`config.mk`:
```
export PLATFORM = sky130hd
export DESIGN_NAME = float_to_decimal_ascii
export DESIGN_NICKNAME = d
export VERILOG_FILES = /design/src/sv/ftoa_pkg.sv /design/src/sv/float_to_decimal_ascii.sv
export SDC_FILE = /design/constraint.sdc
export NUM_CORES = 1
export LEC_CHECK = 0
export BUFFER_PORTS_ARGS = -buffer_cell sky130_fd_sc_hd__buf_2
export CORE_ASPECT_RATIO = 0.6
export CORE_MARGIN = 1
export CORE_UTILIZATION = 40
export CTS_CLUSTER_SIZE = 40
export DETAILED_ROUTE_END_ITERATION = 8
export GPL_TIMING_DRIVEN = 0
export SYNTH_ARGS = -nofsm -noshare
export SYNTH_HDL_FRONTEND = slang
export SYNTH_SLANG_ARGS = --single-unit
```
`constraint.sdc`:
```
create_clock -name clk -period 7.13 [get_ports clk]
set_input_delay 1.7825 -clock clk [delete_from_list [all_inputs] [get_ports clk]]
set_output_delay 1.7825 -clock clk [all_outputs]
set_load 0.005 [all_outputs]
```
`src/sv/ftoa_pkg.sv`:
```
`timescale 1ns / 1ps
// ----------------------------------------------------------------------------
// ftoa_pkg
// Shared constants and types for the float to decimal ascii converter.
// ----------------------------------------------------------------------------
package ftoa_pkg;

    localparam int FRAC_DIGITS_DEF = 6;
    localparam int INT_DIGITS_DEF  = 10;

    localparam int STORE_DEPTH = 10;
    localparam int ND_W        = $clog2(STORE_DEPTH + 1);
    localparam int IDX_W       = $clog2(STORE_DEPTH);
    localparam int INT_BITS    = 31;
    localparam int FRAC_BITS   = 32;
    localparam int DD_W        = $clog2(INT_BITS + 1);
    localparam int COUNT_W     = 5;
    localparam int MAX_CHARS   = 19;

    localparam logic [7:0] EXPO_LIMIT = 8'd158;
    localparam logic [FRAC_BITS-1:0] FRAC_THRESHOLD = 32'd4295;

    localparam logic [7:0] CHAR_MINUS   = 8'h2d;
    localparam logic [7:0] CHAR_DOT     = 8'h2e;
    localparam logic [7:0] CHAR_ZERO    = 8'h30;
    localparam logic [7:0] CHAR_NEWLINE = 8'h0a;
    localparam logic [7:0] CHAR_NONE    = 8'h00;

    typedef enum logic [9:0] {
        S_IDLE    = 10'b00_0000_0001,
        S_CONV    = 10'b00_0000_0010,
        S_CHECK   = 10'b00_0000_0100,
        S_SIGN    = 10'b00_0000_1000,
        S_INT     = 10'b00_0001_0000,
        S_DOT     = 10'b00_0010_0000,
        S_FRAC    = 10'b00_0100_0000,
        S_NEWLINE = 10'b00_1000_0000,
        S_ZERO    = 10'b01_0000_0000,
        S_FAIL    = 10'b10_0000_0000
    } state_t;

endpackage

```
`src/sv/float_to_decimal_ascii.sv`:
```
`timescale 1ns / 1ps
// ----------------------------------------------------------------------------
// float_to_decimal_ascii
// Converts one IEEE-754 single into decimal ascii text, one character per
// result: optional sign, integer digits, point, truncated fraction digits,
// and a newline that is marked last and carries the character count.
//
// Usage:
//   float_valid/float_stall/float_bits carry one request; it is taken when
//   float_valid is high and float_stall is low. float_stall stays high from
//   acceptance until the newline (or error) result has been loaded into the
//   output register, so one request is worked on at a time.
//   char_valid/char_stall carry the results; the output register holds a
//   result for as long as char_stall is high, and the block simply waits.
//   A zero input goes straight to output: "0" then newline.
//   Otherwise the integer part goes through a bit-serial double dabble over
//   its 31 bits, while the fraction makes one digit per cycle (times ten) in
//   the same window, then a check state. Characters follow at one per cycle
//   while char_stall is low; a request gives n characters, at most 19.
//   NaN, infinity and magnitudes of 2^31 and up give one error result
//   without conversion; the check state also gives it if the digits do not
//   fit. The error result is loaded once the output register is free.
//   Reset empties the output register and returns to idle.
// ----------------------------------------------------------------------------
module float_to_decimal_ascii #(
    parameter int FRAC_DIGITS = ftoa_pkg::FRAC_DIGITS_DEF,
    parameter int INT_DIGITS  = ftoa_pkg::INT_DIGITS_DEF
) (
    input  logic        clk,
    input  logic        rst_n,
    input  logic        float_valid,
    output logic        float_stall,
    input  logic [31:0] float_bits,
    output logic        char_valid,
    input  logic        char_stall,
    output logic [7:0]  character,
    output logic        last,
    output logic        error,
    output logic [4:0]  char_count
);

    localparam int JW = $clog2(FRAC_DIGITS + 1);

    ftoa_pkg::state_t state_reg, state_next;

    logic [ftoa_pkg::DD_W-1:0]      dd_cnt_reg, dd_cnt_next;
    logic [ftoa_pkg::INT_BITS-1:0]  ip_reg, ip_next;
    logic [ftoa_pkg::FRAC_BITS-1:0] fp_reg, fp_next;
    logic [3:0]                     bcd_reg [ftoa_pkg::STORE_DEPTH];
    logic [3:0]                     bcd_next [ftoa_pkg::STORE_DEPTH];
    logic [3:0]                     frac_reg [FRAC_DIGITS];
    logic [3:0]                     frac_next [FRAC_DIGITS];
    logic [JW-1:0]                  jf_reg, jf_next;
    logic [ftoa_pkg::ND_W-1:0]      int_cnt_reg, int_cnt_next;
    logic                           neg_reg, neg_next;
    logic [ftoa_pkg::COUNT_W-1:0]   cnt_reg, cnt_next;

    logic       out_valid_reg, out_valid_next;
    logic [7:0] out_char_reg, out_char_next;
    logic       out_last_reg, out_last_next;
    logic       out_err_reg, out_err_next;
    logic [4:0] out_count_reg, out_count_next;

    logic        out_free;
    logic [7:0]  expo;
    logic [23:0] mant;
    logic signed [9:0] sh;
    logic signed [9:0] sh_neg;
    logic [63:0] v;
    logic [3:0]  bcd_adj [ftoa_pkg::STORE_DEPTH];
    logic [35:0] prod;
    logic        frac_go;
    logic [ftoa_pkg::ND_W-1:0] nd;
    logic [ftoa_pkg::COUNT_W-1:0] len_sum;
    logic [3:0]  int_digit;

    assign float_stall = (state_reg != ftoa_pkg::S_IDLE);
    assign char_valid  = out_valid_reg;
    assign character   = out_char_reg;
    assign last        = out_last_reg;
    assign error       = out_err_reg;
    assign char_count  = out_count_reg;

    assign out_free = !out_valid_reg || !char_stall;

    // alignment of the mantissa into q31.32
    always_comb
    begin
        expo   = float_bits[30:23];
        mant   = {(expo != 8'd0), float_bits[22:0]};
        sh     = (expo == 8'd0) ? -10'sd117 : ($signed({2'b00, expo}) - 10'sd118);
        sh_neg = -sh;
        if (!sh[9])
        begin
            v = {40'd0, mant} << sh[5:0];
        end
        else
        begin
            v = {40'd0, mant} >> sh_neg[6:0];
        end
    end

    // double dabble step and leading digit search
    always_comb
    begin
        nd = '0;
        for (int i = 0; i < ftoa_pkg::STORE_DEPTH; i++)
        begin
            bcd_adj[i] = (bcd_reg[i] >= 4'd5) ? (bcd_reg[i] + 4'd3) : bcd_reg[i];
            if (bcd_reg[i] != 4'd0)
            begin
                nd = ftoa_pkg::ND_W'(i + 1);
            end
        end
    end

    assign prod    = ({4'd0, fp_reg} << 3) + ({4'd0, fp_reg} << 1);
    assign frac_go = (jf_reg < JW'(FRAC_DIGITS)) && (fp_reg >= ftoa_pkg::FRAC_THRESHOLD);
    assign len_sum = ftoa_pkg::COUNT_W'(neg_reg) + ftoa_pkg::COUNT_W'(nd)
                   + ftoa_pkg::COUNT_W'(jf_reg);
    assign int_digit = bcd_reg[ftoa_pkg::IDX_W'(int_cnt_reg - 1'b1)];

    always_comb
    begin
        state_next     = state_reg;
        dd_cnt_next    = dd_cnt_reg;
        ip_next        = ip_reg;
        fp_next        = fp_reg;
        bcd_next       = bcd_reg;
        frac_next      = frac_reg;
        jf_next        = jf_reg;
        int_cnt_next   = int_cnt_reg;
        neg_next       = neg_reg;
        cnt_next       = cnt_reg;
        out_valid_next = out_valid_reg && char_stall;
        out_char_next  = out_char_reg;
        out_last_next  = out_last_reg;
        out_err_next   = out_err_reg;
        out_count_next = out_count_reg;

        case (state_reg)
            ftoa_pkg::S_IDLE:
            begin
                if (float_valid)
                begin
                    neg_next    = float_bits[31];
                    cnt_next    = '0;
                    jf_next     = '0;
                    dd_cnt_next = ftoa_pkg::DD_W'(ftoa_pkg::INT_BITS);
                    ip_next     = v[62:32];
                    fp_next     = v[31:0];
                    for (int i = 0; i < ftoa_pkg::STORE_DEPTH; i++)
                    begin
                        bcd_next[i] = 4'd0;
                    end
                    if (float_bits[30:0] == 31'd0)
                    begin
                        state_next = ftoa_pkg::S_ZERO;
                    end
                    else if (expo >= ftoa_pkg::EXPO_LIMIT)
                    begin
                        state_next = ftoa_pkg::S_FAIL;
                    end
                    else
                    begin
                        state_next = ftoa_pkg::S_CONV;
                    end
                end
            end
            ftoa_pkg::S_CONV:
            begin
                for (int i = 0; i < ftoa_pkg::STORE_DEPTH; i++)
                begin
                    if (i == 0)
                    begin
                        bcd_next[i] = {bcd_adj[i][2:0], ip_reg[ftoa_pkg::INT_BITS-1]};
                    end
                    else
                    begin
                        bcd_next[i] = {bcd_adj[i][2:0], bcd_adj[i-1][3]};
                    end
                end
                ip_next     = {ip_reg[ftoa_pkg::INT_BITS-2:0], 1'b0};
                dd_cnt_next = dd_cnt_reg - 1'b1;
                if (frac_go)
                begin
                    for (int i = 0; i < FRAC_DIGITS; i++)
                    begin
                        if (jf_reg == JW'(i))
                        begin
                            frac_next[i] = prod[35:32];
                        end
                    end
                    fp_next = prod[31:0];
                    jf_next = jf_reg + 1'b1;
                end
                if (dd_cnt_reg == ftoa_pkg::DD_W'(1))
                begin
                    state_next = ftoa_pkg::S_CHECK;
                end
            end
            ftoa_pkg::S_CHECK:
            begin
                int_cnt_next = nd;
                if ((nd > ftoa_pkg::ND_W'(INT_DIGITS))
                    || (len_sum >= ftoa_pkg::COUNT_W'(ftoa_pkg::MAX_CHARS - 1)))
                begin
                    state_next = ftoa_pkg::S_FAIL;
                end
                else if (neg_reg)
                begin
                    state_next = ftoa_pkg::S_SIGN;
                end
                else if (nd != '0)
                begin
                    state_next = ftoa_pkg::S_INT;
                end
                else
                begin
                    state_next = ftoa_pkg::S_DOT;
                end
            end
            ftoa_pkg::S_SIGN:
            begin
                if (out_free)
                begin
                    out_valid_next = 1'b1;
                    out_char_next  = ftoa_pkg::CHAR_MINUS;
                    out_last_next  = 1'b0;
                    out_err_next   = 1'b0;
                    out_count_next = '0;
                    cnt_next       = cnt_reg + 1'b1;
                    state_next     = (int_cnt_reg != '0) ? ftoa_pkg::S_INT : ftoa_pkg::S_DOT;
                end
            end
            ftoa_pkg::S_INT:
            begin
                if (out_free)
                begin
                    out_valid_next = 1'b1;
                    out_char_next  = ftoa_pkg::CHAR_ZERO + {4'd0, int_digit};
                    out_last_next  = 1'b0;
                    out_err_next   = 1'b0;
                    out_count_next = '0;
                    cnt_next       = cnt_reg + 1'b1;
                    int_cnt_next   = int_cnt_reg - 1'b1;
                    if (int_cnt_reg == ftoa_pkg::ND_W'(1))
                    begin
                        state_next = ftoa_pkg::S_DOT;
                    end
                end
            end
            ftoa_pkg::S_DOT:
            begin
                if (out_free)
                begin
                    out_valid_next = 1'b1;
                    out_char_next  = ftoa_pkg::CHAR_DOT;
                    out_last_next  = 1'b0;
                    out_err_next   = 1'b0;
                    out_count_next = '0;
                    cnt_next       = cnt_reg + 1'b1;
                    state_next     = (jf_reg != '0) ? ftoa_pkg::S_FRAC : ftoa_pkg::S_NEWLINE;
                end
            end
            ftoa_pkg::S_FRAC:
            begin
                if (out_free)
                begin
                    out_valid_next = 1'b1;
                    out_char_next  = ftoa_pkg::CHAR_ZERO + {4'd0, frac_reg[0]};
                    out_last_next  = 1'b0;
                    out_err_next   = 1'b0;
                    out_count_next = '0;
                    cnt_next       = cnt_reg + 1'b1;
                    for (int i = 0; i < FRAC_DIGITS - 1; i++)
                    begin
                        frac_next[i] = frac_reg[i+1];
                    end
                    jf_next = jf_reg - 1'b1;
                    if (jf_reg == JW'(1))
                    begin
                        state_next = ftoa_pkg::S_NEWLINE;
                    end
                end
            end
            ftoa_pkg::S_ZERO:
            begin
                if (out_free)
                begin
                    out_valid_next = 1'b1;
                    out_char_next  = ftoa_pkg::CHAR_ZERO;
                    out_last_next  = 1'b0;
                    out_err_next   = 1'b0;
                    out_count_next = '0;
                    cnt_next       = cnt_reg + 1'b1;
                    state_next     = ftoa_pkg::S_NEWLINE;
                end
            end
            ftoa_pkg::S_NEWLINE:
            begin
                if (out_free)
                begin
                    out_valid_next = 1'b1;
                    out_char_next  = ftoa_pkg::CHAR_NEWLINE;
                    out_last_next  = 1'b1;
                    out_err_next   = 1'b0;
                    out_count_next = cnt_reg + 1'b1;
                    state_next     = ftoa_pkg::S_IDLE;
                end
            end
            ftoa_pkg::S_FAIL:
            begin
                if (out_free)
                begin
                    out_valid_next = 1'b1;
                    out_char_next  = ftoa_pkg::CHAR_NONE;
                    out_last_next  = 1'b1;
                    out_err_next   = 1'b1;
                    out_count_next = '0;
                    state_next     = ftoa_pkg::S_IDLE;
                end
            end
            default:
            begin
                state_next     = ftoa_pkg::S_IDLE;
                out_valid_next = 1'b0;
            end
        endcase
    end

    // control state
    always_ff @(posedge clk or negedge rst_n)
    begin
        if (!rst_n)
        begin
            state_reg     <= ftoa_pkg::S_IDLE;
            out_valid_reg <= 1'b0;
        end
        else
        begin
            state_reg     <= state_next;
            out_valid_reg <= out_valid_next;
        end
    end

    // datapath and payload
    always_ff @(posedge clk)
    begin
        dd_cnt_reg    <= dd_cnt_next;
        ip_reg        <= ip_next;
        fp_reg        <= fp_next;
        bcd_reg       <= bcd_next;
        frac_reg      <= frac_next;
        jf_reg        <= jf_next;
        int_cnt_reg   <= int_cnt_next;
        neg_reg       <= neg_next;
        cnt_reg       <= cnt_next;
        out_char_reg  <= out_char_next;
        out_last_reg  <= out_last_next;
        out_err_reg   <= out_err_next;
        out_count_reg <= out_count_next;
    end

endmodule

```
==> qor.csv <==
metric,value,unit
status,"finished, violations left",
failing checks,capacitance limit,
RSZ-0062 raised after global routing,false,
CP max stage cell,a2111oi_1,
post-route ant nets,0,
max reg flops,40,
# rows,52,
Mapped Cells,1558,
met1 WL,25400,µm
met3 wire len,8780,µm
Layout area overhead,11.0,%
worst-path maximum fanout,10,
CP required,7.43,ns
Pint,0.00333,W
critical path endpoint category,register,
Crit path max-delay family,buffers and inverters,
post-synthesis sequential area ratio,0.361,
hold buffer count at cts,0,
kind of critical path,in -> reg,
CP Data Arrival Time,7.03,ns
number of global-route vias before repair,11900,
Synth area leaders,"edfxtp_1 34%, ha_1 6.0%, nand2_1 5.2%",
layout cell share with drive strength beyond 1,0.115,
worst path bufs/invs,6,
Hold WS,0.511,ns
routed via count,13200,
First-pass DRT Iterations,6,
slew margin rel.,0.000385,
power share of the clock group,0.183,
Fmax,0.148,GHz
Clock Sinks,169,
register-to-register setup slack,2.90,ns
Fin. Hold Viols,0,
Die ar.,0.0355,mm²
global-route wire length before repair,76000,µm
most common flop cell mapped by yosys,edfxtp_1,
Die Ht,146,µm
number of post-CTS setup repair buffers,0,
Slew @ Worst Pin,1.48,ns
CP startpoint kind,primary input,
CTS H-tree depth,4,
uppermost routed layer,met4,
cts repair resizes,0,
TritonCTS Buffers,17,
NumNets Final,1732,
CP cell instances,buf_2 -> inv_1 -> buf_2 -> buf_1 -> clkbuf_1 -> ha_1 -> clkbuf_1 -> nor3b_4 -> nand2_2 -> nor3_4 -> xor2_1 -> a2111oi_1 -> a221oi_1 -> o211ai_1,
Port Buffer Count,46,
Finished Cell Area,0.0154,mm²
Die Span X,243,µm
wire length on met2,16600,µm
CTS tree,built,
DR DRC count,0,
Filler cells,3308,
hpwl dp,40500,µm
clock buffer depth,2,
largest net degree at the start of global routing,41,
min cycle time layout,6.73,ns
antenna violations before repair,0,
Ys Warns,0,
Final setup violation count,0,
Yosys cell types,96,
Hold Path Class,reg -> reg,
"area leader, netlist",edfxtp_1,
Max-Cap Viols,1,
Total Wirelength,51200,µm
Fin Setup TNS,0,ns
Skew-Pair Late Insertion Delay,0.46,ns
Pleak,5.91,nW
DR vias/cell,6.28,
switching part of the total,0.446,
Final Total Pwr,0.00602,W
switching power,0.00268,W
P per Cell Area,390,mW/mm²
clk root buf,clkbuf_16,
GRT overflow,0,
"flops & latches, synth",169,
Initial DRC Count,1804,
combinational share of power,0.506,
I/O pins,53,
Worst path max stage delay,1.06,ns
placed inst area,0.0147,mm²
"Avg Cell Area, Syn",8.92,µm²
clk_skew,0.0114,ns
Routed WL per cell,24.4,µm
area share of the largest cell type after synthesis,0.341,
maximum vdd ir drop,0.263,mV
Reg power frac,0.310,
total track usage,0.288,
"EDFF count, synth",158,
placer congestion estimate,1.08,
fin crit share,0.945,
ys async rst share,0.0651,
Initial Util,0.409,
"Slew Viols, Final",0,
clk slew on worst S/H paths,0.07,ns
mapped cell area,0.0139,mm²
core area,0.0340,mm²
antenna cells,0,
-- cell usage after synthesis (14+ instances only) --
| cell | n |
|---|---|
| nor3_1 | 41 |
| xor2_1 | 16 |
| nor2_1 | 170 |
| edfxtp_1 | 158 |
| o22ai_1 | 23 |
| a21o_1 | 20 |
| nor4_1 | 15 |
| xnor2_1 | 38 |
| nor2b_1 | 24 |
| a211oi_1 | 23 |
| ha_1 | 67 |
| nand2_1 | 193 |
| inv_1 | 70 |
| o221ai_1 | 14 |
| a21oi_1 | 97 |
| mux2i_1 | 45 |
| o21ai_0 | 90 |
| mux2_2 | 15 |
| clkbuf_1 | 38 |
| nand4_1 | 16 |
| buf_2 | 29 |
| a22oi_1 | 18 |
| mux4_2 | 14 |
| nand3_1 | 45 |
-- layer usage --
metal	up-vias	GRT usage
met3	43	0.153
met5	-	0
met1	6336	0.473
li1	5954	-
met2	826	0.310
met4	0	0.0393
-- power by group through the flow --
| stage | Combinational (W) | Clock [W] | Sequential, W |
|---|---|---|---|
| CTS | 0.00296 | 0.00111 | 0.00186 |
| global route | 0.00333 | 0.00114 | 0.00190 |
| finish | 0.00305 | 0.00110 | 0.00187 |
| detailed placement | 0.00293 | 0 | 0.00187 |
| global placement | 0.00289 | 0 | 0.00189 |
| floorplan | 0.00208 | 0 | 0.00179 |
-- stage by stage --
stage,instances,util,setup WS (ns)
2_1_floorplan,1559,-,2.17
3_3_place_gp,2064,0.433,0.236
3_5_place_dp,2065,0.434,0.258
4_1_cts,2096,0.454,0.719
5_1_grt,2097,0.454,0.276
6_report,2097,0.454,0.395
-- cells in the final DEF, fill, tap and decap left out, drive strengths merged, types with 48 or more instances in the layout --
cell type / n
a21oi: 103
buf: 97
clkbuf: 58
edfxtp: 158
ha: 67
inv: 72
mux2i: 48
nand2: 194
nor2: 170
o21ai: 105
-- logic make-up (layout without fill, tap and decap cells) --
kind of cell	after synthesis	in the layout	share of synthesized area
simple gates	577	577	0.196
fa+ha+maj	70	70	0.0646
buf+inv	158	237	0.0496
mux	77	77	0.0715
xor+xnor	57	57	0.0375
other cells	1	2	0.000270
compound gates	449	449	0.219
flops	169	169	0.361
-- worst min-delay path, cell delays in order, from the launching register on --
cell,delay (ns)
dfstp_2,0.40
inv_1,0.06
a21boi_1,0.05
-- final timing paths --
check / from / endpoint / cells after the start
hold reg to reg: state_reg[0] / state_reg[0] / 2
max in group asynchronous: rst_n / state_reg[0] / 1
hold / removal: state_reg[0] / state_reg[0] / 2
min in group asynchronous: rst_n / state_reg[1] / 1
setup / recovery: float_bits[24] / fp_reg[3] / 14
setup reg to reg: state_reg[4] / fp_reg[0] / 8
-- area by class of cell --
cell class                 instances  area [µm²]  area share
inverter                          70         263      0.0170
clock buffer                      19         433      0.0281
timing repair buffer              48         255      0.0166
buffer                            88         427      0.0277
multi-input combinational       1232        8200       0.532
sequential                       169        5020       0.326
clock inverter                    12         245      0.0159
tap                              459         574      0.0372
Note: power is estimated with default switching activity, not from simulation.
